**config.mk**
```make
export PLATFORM = sky130hd
export DESIGN_NAME = sensor_frame_crc_and_conversion_top_flat
export DESIGN_NICKNAME = d
export VERILOG_FILES = /design/src/rtl/core/sfcc_pkg.sv /design/src/rtl/core/sfcc_if.sv /design/src/rtl/core/sensor_frame_crc_and_conversion_top.sv /design/src/rtl/core/sfcc_convert.sv /design/src/flat_wrapper.sv
export SDC_FILE = /design/constraint.sdc
export NUM_CORES = 1
export LEC_CHECK = 0
export BUFFER_PORTS_ARGS = -buffer_cell sky130_fd_sc_hd__buf_4
export CAP_MARGIN = 20
export CORE_MARGIN = 5
export CORE_UTILIZATION = 55
export DETAILED_ROUTE_END_ITERATION = 10
export PLACE_DENSITY = 0.75
export SKIP_CTS_REPAIR_TIMING = 1
export SLEW_MARGIN = 5
export SYNTH_ARGS = -nofsm -noshare
export SYNTH_HDL_FRONTEND = slang
export SYNTH_HIERARCHICAL = 1
export SYNTH_SLANG_ARGS = --single-unit
```
**constraint.sdc**
```tcl
create_clock -name clk -period 13.6 [get_ports clk]
set_input_delay 0 -clock clk [delete_from_list [all_inputs] [get_ports clk]]
set_output_delay 0 -clock clk [all_outputs]
set_load 0.02 [all_outputs]
```
**src/rtl/core/sfcc_pkg.sv**
```systemverilog
`default_nettype none
package sfcc_pkg;

	localparam logic [7:0]  CRC_INIT       = 8'hFF;
	localparam logic [7:0]  CRC_POLY_RESET = 8'h31;
	localparam logic        CRC_EN_RESET   = 1'b1;

	localparam int          TEMP_PROD_W = 29;
	localparam int          HUM_PROD_W  = 26;
	localparam int          TEMP_SHIFT  = 14;
	localparam int          HUM_SHIFT   = 12;
	localparam logic [12:0] TEMP_GAIN   = 13'd4375;
	localparam logic [14:0] TEMP_OFFSET = 15'd4500;
	localparam logic [9:0]  HUM_GAIN    = 10'd625;

	typedef enum logic [2:0] {
		POS_T_MSB,
		POS_T_LSB,
		POS_T_CRC,
		POS_H_MSB,
		POS_H_LSB,
		POS_H_CRC
	} byte_pos_t;

	typedef enum logic [0:0] {
		CFG_CRC_ENABLE,
		CFG_CRC_POLY
	} cfg_reg_t;

	typedef logic signed [14:0] temp_t;
	typedef logic [13:0]        hum_t;

	// msb-first crc-8, one byte, eight shift steps
	function automatic logic [7:0] crc8_byte(input logic [7:0] crc, input logic [7:0] b,
			input logic [7:0] poly);
		logic [7:0] c;
		c = crc ^ b;
		for (int i = 0; i < 8; i++) begin
			if (c[7]) begin
				c = {c[6:0], 1'b0} ^ poly;
			end else begin
				c = {c[6:0], 1'b0};
			end
		end
		return c;
	endfunction

endpackage
`default_nettype wire

```
**src/rtl/core/sfcc_if.sv**
```systemverilog
`default_nettype none
interface sfcc_byte_if;
	logic       valid;
	logic       ready;
	logic [7:0] data_byte;
	logic       frame_start;

	modport source (output valid, output data_byte, output frame_start, input ready);
	modport sink (input valid, input data_byte, input frame_start, output ready);
endinterface

interface sfcc_result_if;
	logic                 valid;
	logic                 ready;
	sfcc_pkg::temp_t      temperature_centideg;
	sfcc_pkg::hum_t       humidity_centipct;
	logic                 checksum_error;

	modport source (output valid, output temperature_centideg, output humidity_centipct,
		output checksum_error, input ready);
	modport sink (input valid, input temperature_centideg, input humidity_centipct,
		input checksum_error, output ready);
endinterface

interface sfcc_cfg_if;
	logic       valid;
	logic       ready;
	logic [0:0] index;
	logic [7:0] data;

	modport source (output valid, output index, output data, input ready);
	modport sink (input valid, input index, input data, output ready);
endinterface
`default_nettype wire

```
**src/rtl/core/sensor_frame_crc_and_conversion_top.sv**
```systemverilog
// sensor frame checker and converter
//
// frame_bytes takes one sensor byte per item: temperature msb, lsb, crc, then
// humidity msb, lsb, crc. frame_start on an item makes it byte 0 of a new frame
// and drops any partial frame. each word is checked with an msb-first crc-8,
// init 0xff, polynomial from the cfg register.
// readings carries one item per frame, formed on the sixth byte: temperature
// in hundredths of a degree, humidity in hundredths of a percent, and a flag
// set when a checksum mismatched while checking is enabled.
// cfg writes register 0 (check enable, data bit 0) or 1 (polynomial); it is
// always ready and must only be used while no byte is in flight.
// the sixth byte passes through the input register and then the reading
// register. one byte is accepted every cycle unless a byte waits as below;
// the input register and the reading register keep bytes flowing while a reading waits.
// when readings stalls, a byte that would form a new reading waits in the input
// register; other bytes keep passing.
// reset clears frame position, crc, valid flags and restores the registers to
// check enabled, polynomial 0x31.
`default_nettype none
module sensor_frame_crc_and_conversion_top (
	input wire logic      clk,
	input wire logic      arst_n,
	sfcc_byte_if.sink     frame_bytes,
	sfcc_result_if.source readings,
	sfcc_cfg_if.sink      cfg
);

	logic                 crc_en_q;
	logic [7:0]           crc_poly_q;

	logic                 valid_s1;
	logic [7:0]           byte_s1;
	logic                 start_s1;

	sfcc_pkg::byte_pos_t  pos_q;
	sfcc_pkg::byte_pos_t  pos_eff;
	sfcc_pkg::byte_pos_t  pos_next;
	logic [7:0]           crc_q;
	logic [7:0]           crc_in;
	logic [7:0]           crc_step;
	logic [7:0]           crc_next;
	logic [15:0]          temp_word_q;
	logic [15:0]          temp_word_next;
	logic                 temp_bad_q;
	logic                 temp_bad_next;
	logic [7:0]           hum_hi_q;
	logic [7:0]           hum_hi_next;
	logic [7:0]           hum_lo_q;
	logic [7:0]           hum_lo_next;

	logic                 restart;
	logic                 final_byte;
	logic                 advance;
	logic                 err_now;

	logic                 out_valid_q;
	sfcc_pkg::temp_t      temp_res_q;
	sfcc_pkg::hum_t       hum_res_q;
	logic                 err_res_q;
	sfcc_pkg::temp_t      temp_conv;
	sfcc_pkg::hum_t       hum_conv;

	// config registers
	assign cfg.ready = 1'b1;

	always_ff @(posedge clk or negedge arst_n) begin
		if (!arst_n) begin
			crc_en_q   <= sfcc_pkg::CRC_EN_RESET;
			crc_poly_q <= sfcc_pkg::CRC_POLY_RESET;
		end else if (cfg.valid) begin
			unique case (sfcc_pkg::cfg_reg_t'(cfg.index))
				sfcc_pkg::CFG_CRC_ENABLE: crc_en_q   <= cfg.data[0];
				sfcc_pkg::CFG_CRC_POLY:   crc_poly_q <= cfg.data;
				default: ;
			endcase
		end
	end

	// input register
	assign frame_bytes.ready = !valid_s1 || advance;

	always_ff @(posedge clk or negedge arst_n) begin
		if (!arst_n) begin
			valid_s1 <= 1'b0;
		end else if (frame_bytes.ready) begin
			valid_s1 <= frame_bytes.valid;
		end
	end

	always_ff @(posedge clk) begin
		if (frame_bytes.valid && frame_bytes.ready) begin
			byte_s1  <= frame_bytes.data_byte;
			start_s1 <= frame_bytes.frame_start;
		end
	end

	// frame sequencing
	assign restart    = start_s1 || (pos_q > sfcc_pkg::POS_H_CRC);
	assign pos_eff    = restart ? sfcc_pkg::POS_T_MSB : pos_q;
	assign crc_in     = restart ? sfcc_pkg::CRC_INIT : crc_q;
	assign crc_step   = sfcc_pkg::crc8_byte(crc_in, byte_s1, crc_poly_q);
	assign final_byte = (pos_eff == sfcc_pkg::POS_H_CRC);
	assign advance    = valid_s1 && (!final_byte || !out_valid_q || readings.ready);
	assign err_now    = crc_en_q && (temp_bad_q || (crc_q != byte_s1));

	always_comb begin
		pos_next       = sfcc_pkg::POS_T_MSB;
		crc_next       = crc_step;
		temp_word_next = temp_word_q;
		temp_bad_next  = temp_bad_q;
		hum_hi_next    = hum_hi_q;
		hum_lo_next    = hum_lo_q;
		unique case (pos_eff)
			sfcc_pkg::POS_T_MSB: begin
				pos_next       = sfcc_pkg::POS_T_LSB;
				temp_word_next = {byte_s1, 8'h00};
			end
			sfcc_pkg::POS_T_LSB: begin
				pos_next       = sfcc_pkg::POS_T_CRC;
				temp_word_next = {temp_word_q[15:8], byte_s1};
			end
			sfcc_pkg::POS_T_CRC: begin
				pos_next      = sfcc_pkg::POS_H_MSB;
				temp_bad_next = (crc_q != byte_s1);
				crc_next      = sfcc_pkg::CRC_INIT;
			end
			sfcc_pkg::POS_H_MSB: begin
				pos_next    = sfcc_pkg::POS_H_LSB;
				hum_hi_next = byte_s1;
			end
			sfcc_pkg::POS_H_LSB: begin
				pos_next    = sfcc_pkg::POS_H_CRC;
				hum_lo_next = byte_s1;
			end
			sfcc_pkg::POS_H_CRC: begin
				pos_next = sfcc_pkg::POS_T_MSB;
				crc_next = sfcc_pkg::CRC_INIT;
			end
			default: begin
				pos_next = sfcc_pkg::POS_T_MSB;
				crc_next = sfcc_pkg::CRC_INIT;
			end
		endcase
	end

	always_ff @(posedge clk or negedge arst_n) begin
		if (!arst_n) begin
			pos_q       <= sfcc_pkg::POS_T_MSB;
			crc_q       <= sfcc_pkg::CRC_INIT;
			temp_word_q <= '0;
			temp_bad_q  <= 1'b0;
			hum_hi_q    <= '0;
		end else if (advance) begin
			pos_q       <= pos_next;
			crc_q       <= crc_next;
			temp_word_q <= temp_word_next;
			temp_bad_q  <= temp_bad_next;
			hum_hi_q    <= hum_hi_next;
		end
	end

	always_ff @(posedge clk) begin
		if (advance) begin
			hum_lo_q <= hum_lo_next;
		end
	end

	// conversion and reading register
	sfcc_convert u_convert (
		.temp_word            (temp_word_q),
		.hum_word             ({hum_hi_q, hum_lo_q}),
		.temperature_centideg (temp_conv),
		.humidity_centipct    (hum_conv)
	);

	always_ff @(posedge clk or negedge arst_n) begin
		if (!arst_n) begin
			out_valid_q <= 1'b0;
		end else if (advance && final_byte) begin
			out_valid_q <= 1'b1;
		end else if (readings.ready) begin
			out_valid_q <= 1'b0;
		end
	end

	always_ff @(posedge clk) begin
		if (advance && final_byte) begin
			temp_res_q <= temp_conv;
			hum_res_q  <= hum_conv;
			err_res_q  <= err_now;
		end
	end

	assign readings.valid                = out_valid_q;
	assign readings.temperature_centideg = temp_res_q;
	assign readings.humidity_centipct    = hum_res_q;
	assign readings.checksum_error       = err_res_q;

endmodule
`default_nettype wire

```
**src/rtl/core/sfcc_convert.sv**
```systemverilog
`default_nettype none
module sfcc_convert (
	input  wire logic [15:0]     temp_word,
	input  wire logic [15:0]     hum_word,
	output sfcc_pkg::temp_t      temperature_centideg,
	output sfcc_pkg::hum_t       humidity_centipct
);

	logic [sfcc_pkg::TEMP_PROD_W-1:0] temp_prod;
	logic [sfcc_pkg::HUM_PROD_W-1:0]  hum_prod;
	logic [14:0]                      temp_scaled;

	assign temp_prod   = sfcc_pkg::TEMP_PROD_W'(temp_word)
		* sfcc_pkg::TEMP_PROD_W'(sfcc_pkg::TEMP_GAIN);
	assign hum_prod    = sfcc_pkg::HUM_PROD_W'(hum_word)
		* sfcc_pkg::HUM_PROD_W'(sfcc_pkg::HUM_GAIN);
	assign temp_scaled = temp_prod[sfcc_pkg::TEMP_PROD_W-1:sfcc_pkg::TEMP_SHIFT];

	assign temperature_centideg = sfcc_pkg::temp_t'(temp_scaled - sfcc_pkg::TEMP_OFFSET);
	assign humidity_centipct    = hum_prod[sfcc_pkg::HUM_PROD_W-1:sfcc_pkg::HUM_SHIFT];

endmodule
`default_nettype wire

```
**src/flat_wrapper.sv**
```systemverilog
// flat-port wrapper written by rule: the top's interface ports become plain ports
module sensor_frame_crc_and_conversion_top_flat 
  (clk, arst_n, frame_bytes_valid, frame_bytes_data_byte, frame_bytes_frame_start, frame_bytes_ready, readings_valid, readings_temperature_centideg, readings_humidity_centipct, readings_checksum_error, readings_ready, cfg_valid, cfg_index, cfg_data, cfg_ready);
  sfcc_byte_if frame_bytes_i ();
  sfcc_result_if readings_i ();
  sfcc_cfg_if cfg_i ();
  input wire logic clk;
  input wire logic arst_n;
  input wire logic [$bits(frame_bytes_i.valid)-1:0] frame_bytes_valid;
  input wire logic [$bits(frame_bytes_i.data_byte)-1:0] frame_bytes_data_byte;
  input wire logic [$bits(frame_bytes_i.frame_start)-1:0] frame_bytes_frame_start;
  output wire logic [$bits(frame_bytes_i.ready)-1:0] frame_bytes_ready;
  output wire logic [$bits(readings_i.valid)-1:0] readings_valid;
  output wire logic [$bits(readings_i.temperature_centideg)-1:0] readings_temperature_centideg;
  output wire logic [$bits(readings_i.humidity_centipct)-1:0] readings_humidity_centipct;
  output wire logic [$bits(readings_i.checksum_error)-1:0] readings_checksum_error;
  input wire logic [$bits(readings_i.ready)-1:0] readings_ready;
  input wire logic [$bits(cfg_i.valid)-1:0] cfg_valid;
  input wire logic [$bits(cfg_i.index)-1:0] cfg_index;
  input wire logic [$bits(cfg_i.data)-1:0] cfg_data;
  output wire logic [$bits(cfg_i.ready)-1:0] cfg_ready;
  assign frame_bytes_i.valid = frame_bytes_valid;
  assign frame_bytes_i.data_byte = frame_bytes_data_byte;
  assign frame_bytes_i.frame_start = frame_bytes_frame_start;
  assign frame_bytes_ready = frame_bytes_i.ready;
  assign readings_valid = readings_i.valid;
  assign readings_temperature_centideg = readings_i.temperature_centideg;
  assign readings_humidity_centipct = readings_i.humidity_centipct;
  assign readings_checksum_error = readings_i.checksum_error;
  assign readings_i.ready = readings_ready;
  assign cfg_i.valid = cfg_valid;
  assign cfg_i.index = cfg_index;
  assign cfg_i.data = cfg_data;
  assign cfg_ready = cfg_i.ready;
  sensor_frame_crc_and_conversion_top u_core (.clk(clk), .arst_n(arst_n), .frame_bytes(frame_bytes_i), .readings(readings_i), .cfg(cfg_i));
endmodule
```
==> flow_metrics.py <==
metrics = {
    "logic_synthesis": {
        "yosys_warnings": 6,
        "ys.flop_type": "edfxtp_1",
        "synth_edf_count": 47,
        "ys_types": 86,
        "ys_async_sr_fraction_pct": 50.0,
        "synth_seq_cells": 94,
        "syn-num-nets": 1370,
        "synth_cells": 1105,
        "ys_seq_area_share_pct": 24.0,
        "syn-cell-area_sq_um": 10800,
        "syn_area_per_cell_sq_um": 9.79,
    },
    "global_route": {
        "grt_max_degree": 48,
        "globalRouteOverflowTotal": 0,
        "grt_usage_pct": 19.7,
        "antenna_found_initial": 0,
        "grt_pass1_wl_microns": 36200,
        "grt_pass1_vias": 7575,
    },
    "timing": {
        "maxSlewHeadroom_pct": 30.8,
        "rsz0062_at_grt": "no",
        "timing.setup.tns_ns": 0,
        "finalSetupViolations": 0,
        "finClkSkew_ns": 0.0113,
        "tightest_slew_ns": 1.03,
        "fmax_mhz": 177,
        "fin_crit_ns": 5.66,
        "report.final.slew_viol_count": 0,
        "finalHoldViolCount": 0,
        "min_period_over_period_pct": 41.6,
    },
    "detailed_routing": {
        "routedWlPerCell_microns": 15.3,
        "met3_length_microns": 922,
        "routed_wl_microns": 21900,
        "wl_met2_microns": 11000,
        "drc_errors": 0,
        "viasPerCell": 5.53,
        "detail-route-antenna-nets": 0,
        "wirelength_met1_microns": 9710,
        "drt_iter0_drc": 453,
        "first_pass_iters": 5,
        "num_vias": 7881,
        "highest_layer": "met4",
    },
    "cts": {
        "cts_tree": "built",
        "worstSkewPairLatency_ns": 0.35,
        "cts_buffers": 9,
        "clk_pin_slew_ns": 0.08,
        "cts_buffer_depth": 2,
        "htreeDepth": 3,
        "root_buffer": "clkbuf_16",
        "cts.sinks": 94,
    },
    "finish": {
        "finalNonFillerCells": 1426,
        "syn_to_final_growth_pct": 9.94,
        "drive_gt1_share_pct": 12.2,
        "most-common-layout-cells": "inv_1, ha_1, nand2_1",
        "fill_cells": 1594,
        "layout.nets": 1421,
        "num_antenna_cells": 0,
        "layout_commonest_cell": "inv_1",
    },
    "worst_setup_path": {
        "crit_fanout": 7,
        "crit_path_end_kind": "flop",
        "critical_path.top_delay_family": "adder cells",
        "r2r-start": "u_core/temp_word_q[9]",
        "worstPathArrival_ns": 5.76,
        "r2r.worst_path.cells": 21,
        "cp_num_buf_inv": 4,
        "required_ns": 13.70,
        "reg2reg_slack_ns": 7.94,
        "path_cells": "ha_1 > fa_1 > ha_1 > fa_1 > inv_1 > fa_1 > inv_1 > ha_1 > a21oi_2 > o21ai_1 > o311ai_2 > nand2_1 > xor2_1 > inv_1 > ha_1 > inv_1 > a311oi_4 > o22ai_4 > o21ai_0 > a211oi_1 > nor3_2",
        "crit_slowest_cell": "fa_1",
        "cp.depth": 21,
        "cpPeakStageDelay_ns": 0.53,
        "crit_type": "flop to flop",
        "cp-start-kind": "flop",
        "reg2reg_to": "u_core/readings.temperature_centideg[14]",
    },
    "outcome": {
        "status": "completed",
    },
    "die": {
        "die_h_microns": 150,
        "die-area_sq_um": 22600,
        "rows": 51,
        "die_w_microns": 150,
        "ios": 56,
        "start_util_pct": 55.8,
        "core_sq_um": 19400,
    },
    "placement": {
        "dpl.hpwl_microns": 17000,
        "dp.cells": 1389,
        "io_buffers": 54,
        "gp_congestion": 0.860,
    },
    "hold_path": {
        "hold_class": "input port to asynchronous set/reset pin",
    },
    "run": {
        "cap_violations": 0,
    },
}
==> cells by family after synthesis <==
kind of cell	after synthesis	synth area share, %
AOI/OAI and AO/OA	198	13.2
xor gates and xnor gates	89	8.31
adders and majority gates	243	33.5
buffers and inverters	230	8.42
DFF	94	24.0
muxes	22	2.28
other	1	0.0346
and+or+nand+nor	228	10.2
==> area by class of cell <==
class,count,area (sq um),area share [%]
clock inverter,7,72.6,0.610
timing repair buffer,77,631,5.30
multi-input combinational,781,7310,61.5
inverter,193,724,6.09
tap,265,332,2.79
sequential,94,2600,21.9
clock buffer,9,225,1.89
==> sequential cells by signal (all words and copies together) (netlist names), 3 cells and up <==
signal / cells
u_core/pos_q: 3
u_core/hum_lo_q: 8
u_core/byte_s1: 8
u_core/readings.temperature_centideg: 15
u_core/crc_poly_q: 8
u_core/temp_word_q: 16
u_core/readings.humidity_centipct: 14
u_core/hum_hi_q: 8
u_core/crc_q: 8
==> metal layers <==
layer	vias to the layer above	global-route usage, %
met5	-	0
met4	0	3.71
met3	21	2.26
met2	168	33.7
met1	3841	27.4
li1	3851	-
==> how the worst max path moves through the flow <==
stage / to / start
6_report: u_core/readings.temperature_centideg[14] / u_core/temp_word_q[9]
5_1_grt: u_core/readings.temperature_centideg[14] / u_core/temp_word_q[10]
4_1_cts: u_core/readings.temperature_centideg[14] / u_core/temp_word_q[9]
3_5_place_dp: u_core/readings.temperature_centideg[14] / u_core/temp_word_q[9]
3_3_place_gp: u_core/readings.temperature_centideg[14] / u_core/temp_word_q[9]
2_1_floorplan: u_core/readings.temperature_centideg[14] / u_core/temp_word_q[9]
==> cell usage after synthesis, types with 6 or more instances <==
cell      count  area share [%]
o21ai_0      43             2.0
xnor3_1       6             1.2
dfrtp_1      35             8.1
a21o_1        7            0.49
nand4_1       6            0.35
and2_1        8            0.46
fa_1         78              14
nor2_1       49             1.7
nor3_1       10            0.46
a31oi_1       7            0.40
nand3_1      15            0.69
a21oi_1      35             1.6
clkbuf_1     26            0.90
o21a_1        9            0.62
o22a_1        9            0.73
o21ai_1       9            0.42
mux2_2       18             1.9
ha_1        164              19
a32oi_1       6            0.49
and3_1        8            0.46
xor2_1       33             2.7
o22ai_1       6            0.35
inv_1       192             6.7
edfxtp_1     47              13
nand2_1      91             3.2
xnor2_1      46             3.7
dfstp_2      12             2.9
o211ai_1      8            0.55
==> stage by stage <==
| stage | util, % | setup WS, ns | hold WS, ns | area, sq um |
|---|---|---|---|---|
| final | 61.3 | 7.94 | 0.187 | 11900 |
| after global routing | 61.3 | 7.67 | 0.253 | 11900 |
| after CTS | 60.3 | 7.96 | -0.337 | 11700 |
| after detailed placement | 58.7 | 7.96 | 0.0452 | 11400 |
| after global placement | 58.7 | 8.12 | 0.0435 | 11400 |
| after floorplan | - | 8.39 | -0.296 | 10800 |
Power is not shown: default switching activity piles up to over one toggle a cycle in this logic, so the estimate is an artifact.
